--- config.mk ---
export PLATFORM = sky130hd
export DESIGN_NAME = two_wire_humidity_sensor_master
export DESIGN_NICKNAME = d
export VERILOG_FILES = /design/src/twhsm_pkg.sv /design/src/twhsm_cfg.sv /design/src/twhsm_core.sv /design/src/twhsm_out_buf.sv /design/src/two_wire_humidity_sensor_master.sv
export SDC_FILE = /design/constraint.sdc
export NUM_CORES = 1
export LEC_CHECK = 0
export ABC_AREA = 1
export BUFFER_PORTS_ARGS = -buffer_cell sky130_fd_sc_hd__clkbuf_2
export CORE_UTILIZATION = 50
export DETAILED_ROUTE_END_ITERATION = 12
export GPL_TIMING_DRIVEN = 0
export MAX_ROUTING_LAYER = met4
export PLACE_DENSITY_LB_ADDON = 0.1
export SLEW_MARGIN = 20
export SYNTH_ARGS = -nofsm -noshare
export SYNTH_HDL_FRONTEND = slang
export SYNTH_HIERARCHICAL = 1
export SYNTH_SLANG_ARGS = --single-unit
--- constraint.sdc ---
create_clock -name clk_i -period 4 [get_ports clk_i]
set_clock_uncertainty 0.15 [all_clocks]
set_input_delay 0.8 -clock clk_i [delete_from_list [all_inputs] [get_ports clk_i]]
set_output_delay 0.8 -clock clk_i [all_outputs]
set_load 0.03 [all_outputs]
--- src/twhsm_pkg.sv ---
// Shared types and constants for the two-wire humidity sensor master.
// Beat layouts, function and error codes, sensor command bytes.
// No dependencies.
package twhsm_pkg;

  typedef struct packed {
    logic       start_req;
    logic [2:0] func;
    logic [7:0] write_value;
    logic       data_line;
  } twhsm_in_t;

  typedef struct packed {
    logic        sck;
    logic        data_low;
    logic        busy_res;
    logic        done_res;
    logic [1:0]  error_code;
    logic [15:0] read_value;
    logic        low_resolution;
  } twhsm_res_t;

  typedef struct packed {
    logic [15:0] half_period_ticks;
    logic [31:0] timeout_ticks;
  } twhsm_cfg_t;

  typedef enum logic [1:0] {
    ErrNone    = 2'd0,
    ErrNoAck   = 2'd1,
    ErrTimeout = 2'd2
  } twhsm_err_e;

  // operation codes
  localparam logic [2:0] FuncReadTemp   = 3'd0;
  localparam logic [2:0] FuncReadHum    = 3'd1;
  localparam logic [2:0] FuncReadStat   = 3'd2;
  localparam logic [2:0] FuncWriteStat  = 3'd3;
  localparam logic [2:0] FuncSoftReset  = 3'd4;
  localparam logic [2:0] FuncConnReset  = 3'd5;

  // register indexes
  localparam logic CfgHalfPeriod = 1'b0;
  localparam logic CfgTimeout    = 1'b1;

  // sensor command bytes
  localparam logic [7:0] CmdReadTemp  = 8'h03;
  localparam logic [7:0] CmdReadHum   = 8'h05;
  localparam logic [7:0] CmdReadStat  = 8'h07;
  localparam logic [7:0] CmdWriteStat = 8'h06;
  localparam logic [7:0] CmdSoftReset = 8'h1E;
  localparam logic [7:0] WriteMask    = 8'h07;

  localparam logic [3:0]  ResetPulses   = 4'd10;
  localparam logic [3:0]  BitsPerByte   = 4'd8;
  localparam logic [15:0] HalfPeriodRst = 16'd10;
  localparam logic [31:0] TimeoutRst    = 32'd1000000;

  function automatic logic [7:0] cmd_byte(input logic [2:0] op);
    logic [7:0] c;
    unique case (op)
      FuncReadTemp:  c = CmdReadTemp;
      FuncReadHum:   c = CmdReadHum;
      FuncReadStat:  c = CmdReadStat;
      FuncWriteStat: c = CmdWriteStat;
      FuncSoftReset: c = CmdSoftReset;
      default:       c = 8'h00;
    endcase
    return c;
  endfunction

endpackage

--- src/twhsm_cfg.sv ---
// Configuration registers: half period and measurement timeout.
// Depends on twhsm_pkg.
module twhsm_cfg import twhsm_pkg::*; (
  input  logic        clk_i,
  input  logic        rst_ni,
  input  logic        cfg_we_i,
  input  logic        cfg_idx_i,
  input  logic [31:0] cfg_data_i,
  output twhsm_cfg_t  cfg_o
);

  twhsm_cfg_t cfg_d, cfg_q;

  always_comb begin
    cfg_d = cfg_q;
    if (cfg_we_i) begin
      unique case (cfg_idx_i)
        CfgHalfPeriod: cfg_d.half_period_ticks = cfg_data_i[15:0];
        CfgTimeout:    cfg_d.timeout_ticks     = cfg_data_i;
        default:       cfg_d = cfg_q;
      endcase
    end
  end

  always_ff @(posedge clk_i or negedge rst_ni) begin
    if (!rst_ni) begin
      cfg_q.half_period_ticks <= HalfPeriodRst;
      cfg_q.timeout_ticks     <= TimeoutRst;
    end else begin
      cfg_q <= cfg_d;
    end
  end

  assign cfg_o = cfg_q;

endmodule

--- src/twhsm_core.sv ---
// Bus sequencer: state registers and the per-tick next-state logic.
// Gives the result of each accepted tick combinationally. Depends on twhsm_pkg.
module twhsm_core import twhsm_pkg::*; (
  input  logic       clk_i,
  input  logic       rst_ni,
  input  logic       en_i,
  input  twhsm_in_t  in_i,
  input  twhsm_cfg_t cfg_i,
  output twhsm_res_t res_o
);

  typedef enum logic [4:0] {
    PhIdle   = 5'd0,
    PhRstPre = 5'd1,
    PhRstLo  = 5'd2,
    PhRstHi  = 5'd3,
    PhTs     = 5'd4,
    PhTxLo   = 5'd5,
    PhTxHi   = 5'd6,
    PhTxaLo  = 5'd7,
    PhTxaHi  = 5'd8,
    PhWait   = 5'd9,
    PhRxLo   = 5'd10,
    PhRxHi   = 5'd11,
    PhRxaLo  = 5'd12,
    PhRxaHi  = 5'd13
  } phase_e;

  phase_e      phase_d, phase_q;
  logic [2:0]  op_d, op_q;
  logic [3:0]  bit_d, bit_q;
  logic [15:0] shift_d, shift_q;
  logic [15:0] tick_d, tick_q;
  logic [31:0] wait_d, wait_q;
  logic [3:0]  pulse_d, pulse_q;
  logic        resfl_d, resfl_q;
  logic        sck_d, sck_q;
  logic        dlow_d, dlow_q;

  logic        fin;
  twhsm_err_e  fin_err;
  logic [15:0] tick_inc;
  logic [31:0] wait_inc;
  logic [3:0]  nb;
  logic [3:0]  np;
  logic [7:0]  tx_byte;
  logic [15:0] value;

  always_comb begin
    phase_d  = phase_q;
    op_d     = op_q;
    bit_d    = bit_q;
    shift_d  = shift_q;
    tick_d   = tick_q;
    wait_d   = wait_q;
    pulse_d  = pulse_q;
    resfl_d  = resfl_q;
    sck_d    = sck_q;
    dlow_d   = dlow_q;
    fin      = 1'b0;
    fin_err  = ErrNone;
    tick_inc = tick_q + 16'd1;
    wait_inc = wait_q + 32'd1;
    nb       = bit_q + 4'd1;
    np       = pulse_q + 4'd1;
    tx_byte  = 8'h00;
    value    = 16'h0000;

    if (phase_q == PhIdle) begin
      if (in_i.start_req && (in_i.func <= FuncConnReset)) begin
        op_d    = in_i.func;
        tick_d  = 16'd0;
        wait_d  = 32'd0;
        pulse_d = 4'd0;
        bit_d   = 4'd0;
        shift_d = {8'h00, in_i.write_value};
        sck_d   = 1'b0;
        dlow_d  = 1'b0;
        phase_d = (in_i.func >= FuncSoftReset) ? PhRstPre : PhTs;
      end
    end else if (phase_q == PhWait) begin
      if (!in_i.data_line) begin
        shift_d = 16'h0000;
        pulse_d = 4'd0;
        bit_d   = 4'd0;
        phase_d = PhRxLo;
      end else begin
        wait_d = wait_inc;
        if (wait_inc >= cfg_i.timeout_ticks) begin
          fin     = 1'b1;
          fin_err = ErrTimeout;
        end
      end
    end else begin
      tick_d = tick_inc;
      if (tick_inc >= cfg_i.half_period_ticks) begin
        tick_d = 16'd0;
        unique case (phase_q)
          PhRstPre: begin
            sck_d   = 1'b0;
            phase_d = PhRstLo;
          end
          PhRstLo: begin
            sck_d   = 1'b1;
            phase_d = PhRstHi;
          end
          PhRstHi: begin
            sck_d   = 1'b0;
            pulse_d = np;
            if (np >= ResetPulses) begin
              if (op_q == FuncConnReset) begin
                fin = 1'b1;
              end else begin
                pulse_d = 4'd0;
                bit_d   = 4'd0;
                phase_d = PhTs;
              end
            end else begin
              phase_d = PhRstLo;
            end
          end
          PhTs: begin
            // transmission start: sck up, data down, sck down, sck up, data up, sck down
            unique case (bit_q)
              4'd0:    sck_d  = 1'b1;
              4'd1:    dlow_d = 1'b1;
              4'd2:    sck_d  = 1'b0;
              4'd3:    sck_d  = 1'b1;
              4'd4:    dlow_d = 1'b0;
              default: sck_d  = 1'b0;
            endcase
            if (bit_q >= 4'd5) begin
              tx_byte = cmd_byte(op_q);
              pulse_d = 4'd0;
              shift_d = {tx_byte, shift_q[7:0]};
              bit_d   = 4'd0;
              dlow_d  = ~tx_byte[7];
              phase_d = PhTxLo;
            end else begin
              bit_d = nb;
            end
          end
          PhTxLo: begin
            sck_d   = 1'b1;
            phase_d = PhTxHi;
          end
          PhTxHi: begin
            sck_d = 1'b0;
            bit_d = nb;
            if (nb < BitsPerByte) begin
              // msb first: bit 15 - nb of the shift register
              dlow_d  = ~shift_q[{1'b1, ~nb[2:0]}];
              phase_d = PhTxLo;
            end else begin
              dlow_d  = 1'b0;
              phase_d = PhTxaLo;
            end
          end
          PhTxaLo: begin
            sck_d   = 1'b1;
            phase_d = PhTxaHi;
          end
          PhTxaHi: begin
            sck_d = 1'b0;
            if (in_i.data_line) begin
              fin     = 1'b1;
              fin_err = ErrNoAck;
            end else begin
              priority if (op_q == FuncReadTemp || op_q == FuncReadHum) begin
                wait_d  = 32'd0;
                phase_d = PhWait;
              end else if (op_q == FuncReadStat) begin
                shift_d = 16'h0000;
                pulse_d = 4'd0;
                bit_d   = 4'd0;
                phase_d = PhRxLo;
              end else if (op_q == FuncWriteStat) begin
                if (pulse_q == 4'd0) begin
                  tx_byte = shift_q[7:0] & WriteMask;
                  pulse_d = 4'd1;
                  shift_d = {tx_byte, shift_q[7:0]};
                  bit_d   = 4'd0;
                  dlow_d  = ~tx_byte[7];
                  phase_d = PhTxLo;
                end else begin
                  resfl_d = shift_q[0];
                  fin     = 1'b1;
                end
              end else begin
                resfl_d = 1'b0;
                fin     = 1'b1;
              end
            end
          end
          PhRxLo: begin
            sck_d   = 1'b1;
            phase_d = PhRxHi;
          end
          PhRxHi: begin
            shift_d = {shift_q[14:0], in_i.data_line};
            sck_d   = 1'b0;
            bit_d   = nb;
            if (nb < BitsPerByte) begin
              phase_d = PhRxLo;
            end else if (op_q == FuncReadStat || pulse_q == 4'd0) begin
              dlow_d  = 1'b1;
              phase_d = PhRxaLo;
            end else begin
              // last byte of a measurement, crc skipped
              fin = 1'b1;
            end
          end
          PhRxaLo: begin
            sck_d   = 1'b1;
            phase_d = PhRxaHi;
          end
          PhRxaHi: begin
            sck_d  = 1'b0;
            dlow_d = 1'b0;
            if (pulse_q == 4'd0) begin
              pulse_d = 4'd1;
              bit_d   = 4'd0;
              phase_d = PhRxLo;
            end else begin
              if (op_q == FuncReadStat) begin
                resfl_d = shift_q[8];
              end
              fin = 1'b1;
            end
          end
          default: begin
            phase_d = PhIdle;
            sck_d   = 1'b0;
            dlow_d  = 1'b0;
          end
        endcase
      end
    end

    if (fin) begin
      phase_d = PhIdle;
      sck_d   = 1'b0;
      dlow_d  = 1'b0;
      if (fin_err == ErrNone) begin
        if (op_q == FuncReadTemp || op_q == FuncReadHum) begin
          value = shift_d;
        end else if (op_q == FuncReadStat) begin
          value = {8'h00, shift_d[15:8]};
        end
      end
    end
  end

  always_ff @(posedge clk_i or negedge rst_ni) begin
    if (!rst_ni) begin
      phase_q <= PhIdle;
      op_q    <= 3'd0;
      bit_q   <= 4'd0;
      shift_q <= 16'h0000;
      tick_q  <= 16'd0;
      wait_q  <= 32'd0;
      pulse_q <= 4'd0;
      resfl_q <= 1'b0;
      sck_q   <= 1'b0;
      dlow_q  <= 1'b0;
    end else if (en_i) begin
      phase_q <= phase_d;
      op_q    <= op_d;
      bit_q   <= bit_d;
      shift_q <= shift_d;
      tick_q  <= tick_d;
      wait_q  <= wait_d;
      pulse_q <= pulse_d;
      resfl_q <= resfl_d;
      sck_q   <= sck_d;
      dlow_q  <= dlow_d;
    end
  end

  assign res_o.sck            = sck_d;
  assign res_o.data_low       = dlow_d;
  assign res_o.busy_res       = (phase_d != PhIdle);
  assign res_o.done_res       = fin;
  assign res_o.error_code     = fin_err;
  assign res_o.read_value     = value;
  assign res_o.low_resolution = resfl_d;

endmodule

--- src/twhsm_out_buf.sv ---
// Result register with a skid stage, so a tick is taken while a result waits.
// Depends on twhsm_pkg.
module twhsm_out_buf import twhsm_pkg::*; (
  input  logic       clk_i,
  input  logic       rst_ni,
  input  logic       push_i,
  input  twhsm_res_t data_i,
  output logic       ready_o,
  output logic       out_valid_o,
  input  logic       out_ready_i,
  output twhsm_res_t out_data_o
);

  logic       out_valid_d, out_valid_q;
  logic       skid_valid_d, skid_valid_q;
  twhsm_res_t out_data_d, out_data_q;
  twhsm_res_t skid_d, skid_q;

  always_comb begin
    out_valid_d  = out_valid_q;
    skid_valid_d = skid_valid_q;
    out_data_d   = out_data_q;
    skid_d       = skid_q;
    if (out_ready_i || !out_valid_q) begin
      if (skid_valid_q) begin
        out_data_d   = skid_q;
        out_valid_d  = 1'b1;
        skid_valid_d = 1'b0;
      end else begin
        out_valid_d = push_i;
        if (push_i) begin
          out_data_d = data_i;
        end
      end
    end else if (push_i) begin
      // output stalled: park the beat
      skid_valid_d = 1'b1;
      skid_d       = data_i;
    end
  end

  always_ff @(posedge clk_i or negedge rst_ni) begin
    if (!rst_ni) begin
      out_valid_q  <= 1'b0;
      skid_valid_q <= 1'b0;
    end else begin
      out_valid_q  <= out_valid_d;
      skid_valid_q <= skid_valid_d;
    end
  end

  always_ff @(posedge clk_i) begin
    out_data_q <= out_data_d;
    skid_q     <= skid_d;
  end

  assign ready_o     = !skid_valid_q;
  assign out_valid_o = out_valid_q;
  assign out_data_o  = out_data_q;

endmodule

--- src/two_wire_humidity_sensor_master.sv ---
// Two-wire humidity sensor bus master, one time tick per input beat.
// The result of an accepted tick is registered in the output stage.
// Throughput: one tick per cycle while input is ready; a two-entry output stage
// keeps input ready while only one result is held on a stalled output.
// Reset: asynchronous, idle bus (sck low, data released), registers at defaults.
module two_wire_humidity_sensor_master import twhsm_pkg::*; (
  input  logic        clk_i,
  input  logic        rst_ni,
  input  logic        in_valid_i,
  output logic        in_ready_o,
  input  twhsm_in_t   in_data_i,
  output logic        out_valid_o,
  input  logic        out_ready_i,
  output twhsm_res_t  out_data_o,
  input  logic        cfg_we_i,
  input  logic        cfg_idx_i,
  input  logic [31:0] cfg_data_i
);

  twhsm_cfg_t cfg;
  twhsm_res_t res;
  logic       accept;

  assign accept = in_valid_i && in_ready_o;

  twhsm_cfg u_cfg (
    .clk_i      (clk_i),
    .rst_ni     (rst_ni),
    .cfg_we_i   (cfg_we_i),
    .cfg_idx_i  (cfg_idx_i),
    .cfg_data_i (cfg_data_i),
    .cfg_o      (cfg)
  );

  twhsm_core u_core (
    .clk_i  (clk_i),
    .rst_ni (rst_ni),
    .en_i   (accept),
    .in_i   (in_data_i),
    .cfg_i  (cfg),
    .res_o  (res)
  );

  twhsm_out_buf u_out_buf (
    .clk_i       (clk_i),
    .rst_ni      (rst_ni),
    .push_i      (accept),
    .data_i      (res),
    .ready_o     (in_ready_o),
    .out_valid_o (out_valid_o),
    .out_ready_i (out_ready_i),
    .out_data_o  (out_data_o)
  );

endmodule

==> results.sh, run 1 <==
export IMPL_dp_hpwl_mm=24.9
export IMPL_antenna_cells=0
export IMPL_p_leak_uw=0.00736
export IMPL_synth_seq_area_share_pct=39.2
export IMPL_area_growth_pct=17.7
export IMPL_yosysMostFrequentCell="nand2_1"
export IMPL_required_ns=4.05
export IMPL_drv_cap=0
export IMPL_cp_startpoint="u_core/tick_q[1]$_DFFE_PN0P_"
export IMPL_core_area_sq_mm=0.0235
export IMPL_grt_usage_pct=28.4
export IMPL_overflow=0
export IMPL_worstPathArrival_ns=3.98
export IMPL_setup_viol_count_final=0
export IMPL_cts_sinks=179
export IMPL_grt_pass1_vias=10200
export IMPL_drtPass1Iterations=5
export IMPL_synth_async_reset_ratio_pct=74.3
export IMPL_io_buffers=74
export IMPL_synth_top_area_cell="dfrtp_1"
export IMPL_finalSetupTns_ns=0
export IMPL_period_share_pct=98.3
export IMPL_drt_initial_drc_count=945
export IMPL_status="completed"
export IMPL_synth_top_cell_area_share_pct=25.8
export IMPL_fmax_mhz=254
export IMPL_holdWs_ns=0.179
export IMPL_rows=56
export IMPL_ff_latch_area_sq_mm=0.00472
export IMPL_cts_tree="done"
export IMPL_pwr_density_cell_mw_per_mm2=564
export IMPL_synth_nets=1743
export IMPL_io_pins=76
export IMPL_min_path_type="in -> async"
export IMPL_ys_warn_count=6
export IMPL_synth_area_sq_mm=0.0120
export IMPL_postSynthCellCount=1635
export IMPL_synth_enable_flop_cells=46
export IMPL_dpl_cell_area_sq_mm=0.0129
export IMPL_routed_via_density=5.31
export IMPL_slew_headroom_pct=48.8
export IMPL_tightest_slew_ns=0.764
export IMPL_path_clk_slew_ns=0.09
export IMPL_ant_nets=0
export IMPL_cts_htree_levels=4
export IMPL_ys_types=50
export IMPL_routed_wirelength_mm=33.5
export IMPL_initial_core_util_pct=51.1
export IMPL_max_clock_path_buffers=2
export IMPL_fin_area_sq_mm=0.0142
export IMPL_rr_startpoint="u_core/tick_q[1]$_DFFE_PN0P_"
export IMPL_holdBufCountCts=0
export IMPL_fillers=2234
export IMPL_num_vias=11100
export IMPL_critPathLaunchType="register"
export IMPL_root_buffer="clkbuf_16"
export IMPL_drive_gt1_share_pct=19.2
export IMPL_numCtsBuffers=17
export IMPL_grt_setup_unrepaired="yes"
export IMPL_end_kind="register"
export IMPL_die_x_um=157
export IMPL_period_needed_ns=3.93
export IMPL_grt_antenna_before_repair=0
export IMPL_ys_top_cells_by_count="525 x nand2_1, 189 x inv_1, 184 x nand3_1"
export IMPL_grt_max_degree=69
export IMPL_synthTopCellsByArea="dfrtp_1 26%, nand2_1 16%, edfxtp_1 11%"
export IMPL_synth_avg_cell_area_sq_um=7.36
export IMPL_worst_path_max_fanout=10
export IMPL_vdd_drop_max_uv=337
export IMPL_die_height_um=157
export IMPL_drv_slew=0
export IMPL_drc=0
export IMPL_hold_viol_final=0
export IMPL_die_area_sq_mm=0.0247
export IMPL_clock_latency_ns=0.44
export IMPL_nets=1865
export IMPL_synth_seq_cells=179
export IMPL_avgRoutedWirePerCell_um=16.0
export IMPL_crit_type="reg -> reg"
export IMPL_gp_congestion=0.940
export IMPL_grt_pass1_wl_mm=52.5
export IMPL_synth_ff_type="dfrtp_1"
export IMPL_multi_input_area_sq_mm=0.00659
sequential cells by signal, summed over array words and instances (netlist names), 3 cells and up:
name	flops
u_out_buf/out_data_o	23
u_core/tick_q	16
u_core/phase_q	5
u_core/pulse_q	4
u_core/bit_q	4
u_core/op_q	3
u_core/wait_q	32
u_out_buf/skid_q	23
u_cfg/cfg_o	48
u_core/shift_q	16
final cells by class:
cell class | instances | share of cell area [%]
Buffer | 54 | 2.63
Clock buffer | 17 | 3.00
Multi-Input combinational cell | 1195 | 46.5
Tap cell | 319 | 2.82
Timing Repair Buffer | 102 | 4.65
Clock inverter | 15 | 1.38
Inverter | 208 | 5.67
Sequential cell | 179 | 33.3
layout by cell type, fill, tap and decap left out, drive strengths merged:
master	synthesis	layout
o311ai	1	1
or2	3	3
clkbuf	15	108
ha	57	57
a211oi	1	1
xor2	30	30
and3	2	2
nand3	189	189
nand3b	1	1
a21o	1	1
buf	39	65
xnor2	10	10
o211ai	6	6
a21oi	45	45
nor2	120	121
dfstp	9	9
nand4	19	19
and2	1	1
a31oi	1	1
nor4	4	4
edfxtp	46	46
o21ai	97	97
nand2	548	548
inv	207	215
nor3	24	24
dfrtp	124	124
clkinvlp	0	1
o22ai	32	32
o21a	2	2
clkinv	1	7
final timing paths:
check                                                          to  slack (ns)  cells after the start
worst max-delay path            u_out_buf/out_data_o[2]$_DFFE_PP_        0.07                     26
max in group asynchronous             u_cfg/cfg_o[16]$_DFFE_PN1P_        2.72                      2
worst min-delay path                u_core/wait_q[31]$_DFFE_PN0P_        0.18                      1
min in group clk_i                    u_cfg/cfg_o[17]$_DFFE_PN1P_        0.31                      2
worst max register to register  u_out_buf/out_data_o[2]$_DFFE_PP_        0.07                     26
worst min register to register        u_cfg/cfg_o[17]$_DFFE_PN1P_        0.31                      2
where the power goes:
group,leakage (uW),switching [uW],internal (uW)
Sequential,0.00216,312,2220
Clock,0.000296,890,863
Combinational,0.00490,2540,1170
Total,0.00736,3740,4260
kinds of logic (layout without fill, tap and decap cells):
group / after synthesis / in the layout / share of synthesized area (%)
AO/OA/AOI/OAI: 186 / 186 / 8.75
flip-flops: 179 / 179 / 39.2
buffers and inverters: 262 / 396 / 9.62
adder cells (fa/ha/maj): 57 / 57 / 5.93
AND/OR/NAND/NOR: 911 / 912 / 33.6
XOR/XNOR: 40 / 40 / 2.91
critical path, stage by stage (launching register included):
cell,delay (ns)
dfrtp_1,0.38
buf_4,0.12
nand3_2,0.09
nor2_2,0.13
nand2_2,0.08
nor3_4,0.26
nand3_2,0.13
nor2_2,0.09
nand4_1,0.17
xnor2_2,0.21
ha_1,0.32
a21oi_1,0.16
o21ai_1,0.08
nor2_2,0.16
nand3_4,0.17
buf_6,0.18
nand2_4,0.09
inv_4,0.05
buf_6,0.13
nand2_1,0.08
nand3_2,0.08
nand2_4,0.10
nand2_1,0.06
nand2_1,0.06
nand2_1,0.06
nand2_1,0.06
nand2_1,0.04
metrics by stage:
stage	total power, uW	setup WS (ns)	std cells	util (%)
after floorplan	4970	0.432	1635	-
after global placement	5860	-0.366	2028	54.4
after detailed placement	5910	-0.356	2031	54.7
after CTS	7720	0.0166	2068	57.7
after global routing	8550	-0.168	2089	60.2
final	8000	0.0678	2089	60.2
routing by layer:
layer	global-route usage, %	wire [um]	vias to the layer above
li1	-	-	5549
met1	40.5	16100	5170
met2	42.9	14900	351
met3	3.99	2100	20
met4	6.15	322	0
met5	-	0	-
repair_timing:
item,in CTS,in global routing
pin swaps,2,26
gates resized for setup,16,94
hold endpoints to repair,0,0
setup endpoints to repair,74,103
buffers inserted,5,18
gates cloned,0,3
No activity file was read; power rests on OpenSTA's default activity.
==> inputs of run 2 (changes only) <==
- PLACE_DENSITY: default -> 0.72
- PLACE_DENSITY_LB_ADDON: 0.1 -> default
==> results.sh, run 2 (synthesized netlist as in run 1, its figures left out) <==
export IMPL_status="finished, violations left"
export IMPL_drive_gt1_share_pct=19.3
export IMPL_crit_type="reg -> reg"
export IMPL_routed_wirelength_mm=34.0
export IMPL_place_ws_ns=-0.380
export IMPL_core_area_sq_mm=0.0235
export IMPL_grt_antenna_before_repair=0
export IMPL_power_frac_comb_pct=47.5
export IMPL_critPathLaunchType="register"
export IMPL_drtPass1Iterations=6
export IMPL_fin_area_sq_mm=0.0142
export IMPL_swShare_pct=46.9
export IMPL_grt_pass1_vias=10200
export IMPL_gp_congestion=0.976
export IMPL_drv_slew=0
export IMPL_fmax_mhz=247
export IMPL_period_share_pct=101
export IMPL_p_leak_uw=0.00733
export IMPL_failed_checks="negative setup slack"
export IMPL_ant_nets=0
export IMPL_setup_viol_count_final=4
export IMPL_slew_headroom_pct=50.8
export IMPL_grt_max_degree=68
export IMPL_p_seq_share_pct=31.2
export IMPL_routed_via_density=5.40
export IMPL_dpl_cell_area_sq_mm=0.0129
export IMPL_num_vias=11300
export IMPL_vdd_drop_max_uv=367
export IMPL_hold_viol_final=0
export IMPL_rows=56
export IMPL_max_clock_path_buffers=2
export IMPL_holdWs_ns=0.226
export IMPL_grt_setup_unrepaired="yes"
export IMPL_final_cell_mix="499 x nand2_1, 187 x inv_1, 162 x nand3_1"
export IMPL_area_growth_pct=17.9
export IMPL_io_pins=76
export IMPL_setup_ws_ns=-0.0426
export IMPL_layout_commonest_cell="nand2_1"
export IMPL_grt_pass1_wl_mm=52.7
export IMPL_worst_path_max_fanout=5
export IMPL_required_ns=4.17
export IMPL_dp_hpwl_mm=24.8
export IMPL_pwr_density_cell_mw_per_mm2=574
export IMPL_drc=0
export IMPL_grt_usage_pct=28.3
export IMPL_fillers=2118
export IMPL_tightest_slew_ns=0.737
export IMPL_root_buffer="clkbuf_16"
export IMPL_worstPathArrival_ns=4.21
export IMPL_die_x_um=157
export IMPL_min_path_type="in -> async"
export IMPL_cts_htree_levels=4
export IMPL_end_kind="register"
export IMPL_nets=1864
export IMPL_avgRoutedWirePerCell_um=16.3
export IMPL_die_height_um=157
export IMPL_p_int_uw=4330
export IMPL_largest_reg_flops=48
export IMPL_io_buffers=74
export IMPL_p_switching_uw=3820
export IMPL_clock_latency_ns=0.44
export IMPL_overflow=0
export IMPL_p_clk_share_pct=21.2
export IMPL_drv_cap=0
export IMPL_cts_tree="done"
export IMPL_die_area_sq_mm=0.0247
export IMPL_initial_core_util_pct=51.1
export IMPL_path_clk_slew_ns=0.08
export IMPL_antenna_cells=0
export IMPL_cts_sinks=179
export IMPL_period_needed_ns=4.04
export IMPL_numCtsBuffers=17
export IMPL_holdBufCountCts=0
export IMPL_drt_initial_drc_count=936
==> run 2: cell count changes in the layout (fill, tap and decap cells not counted), sizes merged <==
cell	before	now
buf	65	67
clkbuf	108	105
clkinvlp	1	0
inv	215	216
==> run 2: final cells by class <==
| type | count | area [sq um] | share of cell area, % |
|---|---|---|---|
| multi-input cells | 1195 | 6610 | 46.5 |
| flip-flops and latches | 179 | 4720 | 33.3 |
| inverters | 208 | 808 | 5.69 |
| repair buffers | 101 | 658 | 4.64 |
| clock buffers | 17 | 425 | 3.00 |
| well taps | 319 | 399 | 2.81 |
| plain buffers | 54 | 389 | 2.74 |
| clock inverters | 15 | 186 | 1.31 |
==> run 2: final timing paths <==
check	startpoint	end	slack, ns	cells after the start
worst max register to register	u_core/tick_q[0]$_DFFE_PN0P_	u_out_buf/out_data_o[2]$_DFFE_PP_	-0.04	23
worst min-delay path	rst_ni	u_cfg/cfg_o[42]$_DFFE_PN0P_	0.23	1
max in group asynchronous	rst_ni	u_cfg/cfg_o[14]$_DFFE_PN1P_	2.69	2
min in group clk_i	u_cfg/cfg_o[35]$_DFFE_PN1P_	u_cfg/cfg_o[35]$_DFFE_PN1P_	0.32	2
worst max-delay path	u_core/tick_q[0]$_DFFE_PN0P_	u_out_buf/out_data_o[2]$_DFFE_PP_	-0.04	23
worst min register to register	u_cfg/cfg_o[35]$_DFFE_PN1P_	u_cfg/cfg_o[35]$_DFFE_PN1P_	0.32	2
==> run 2: through the flow <==
| step | instances | total power, uW | utilization, % | TNS [ns] |
|---|---|---|---|---|
| after global routing | 2088 | 8670 | 60.3 | -9.05 |
| after floorplan | 1635 | 4970 | - | 0 |
| after global placement | 2028 | 5840 | 54.4 | -48.61 |
| after detailed placement | 2031 | 5900 | 54.7 | -9.05 |
| final | 2088 | 8150 | 60.3 | -0.107 |
| after CTS | 2066 | 7690 | 57.7 | 0 |
==> run 2: worst max-delay path: stages (launching register included) <==
cell and delay, ns:
dfrtp_1 0.41, buf_6 0.14, nand3_4 0.08, nor2_4 0.12
nand2_2 0.08, nor3_4 0.30, nand3_2 0.12, nor2_1 0.11
nand4_1 0.17, xnor2_2 0.20, ha_1 0.33, nand3_2 0.12
nor2_4 0.22, nand3_4 0.12, nand3_4 0.15, buf_8 0.14
nand2_2 0.10, inv_2 0.09, nand2_4 0.09, nor2_4 0.26
nand3_2 0.19, nand2_2 0.12, nand2_1 0.05, nand2_1 0.05
==> run 2: repair_timing <==
action | in CTS | in global routing
endpoints found under the setup margin | 82 | 108
cloned | 0 | 3
pin swaps | 3 | 33
hold endpoints to repair | 0 | 0
setup buffers | 3 | 19
gates resized for setup | 17 | 131
==> run 2: metal layers <==
| metal | share of wire [%] | global-route usage (%) |
|---|---|---|
| met3 | 6.2 | 3.85 |
| met5 | 0 | - |
| met1 | 46 | 39.6 |
| met4 | 1.5 | 5.87 |
| met2 | 46 | 44.0 |
==> run 2: power groups by stage <==
stage	combinational (uW)	clock, uW	sequential (uW)
after floorplan	2420	0	2540
after global placement	3290	0	2540
after detailed placement	3350	0	2550
after CTS	3410	1770	2510
after global routing	4250	1840	2580
final	3870	1730	2540
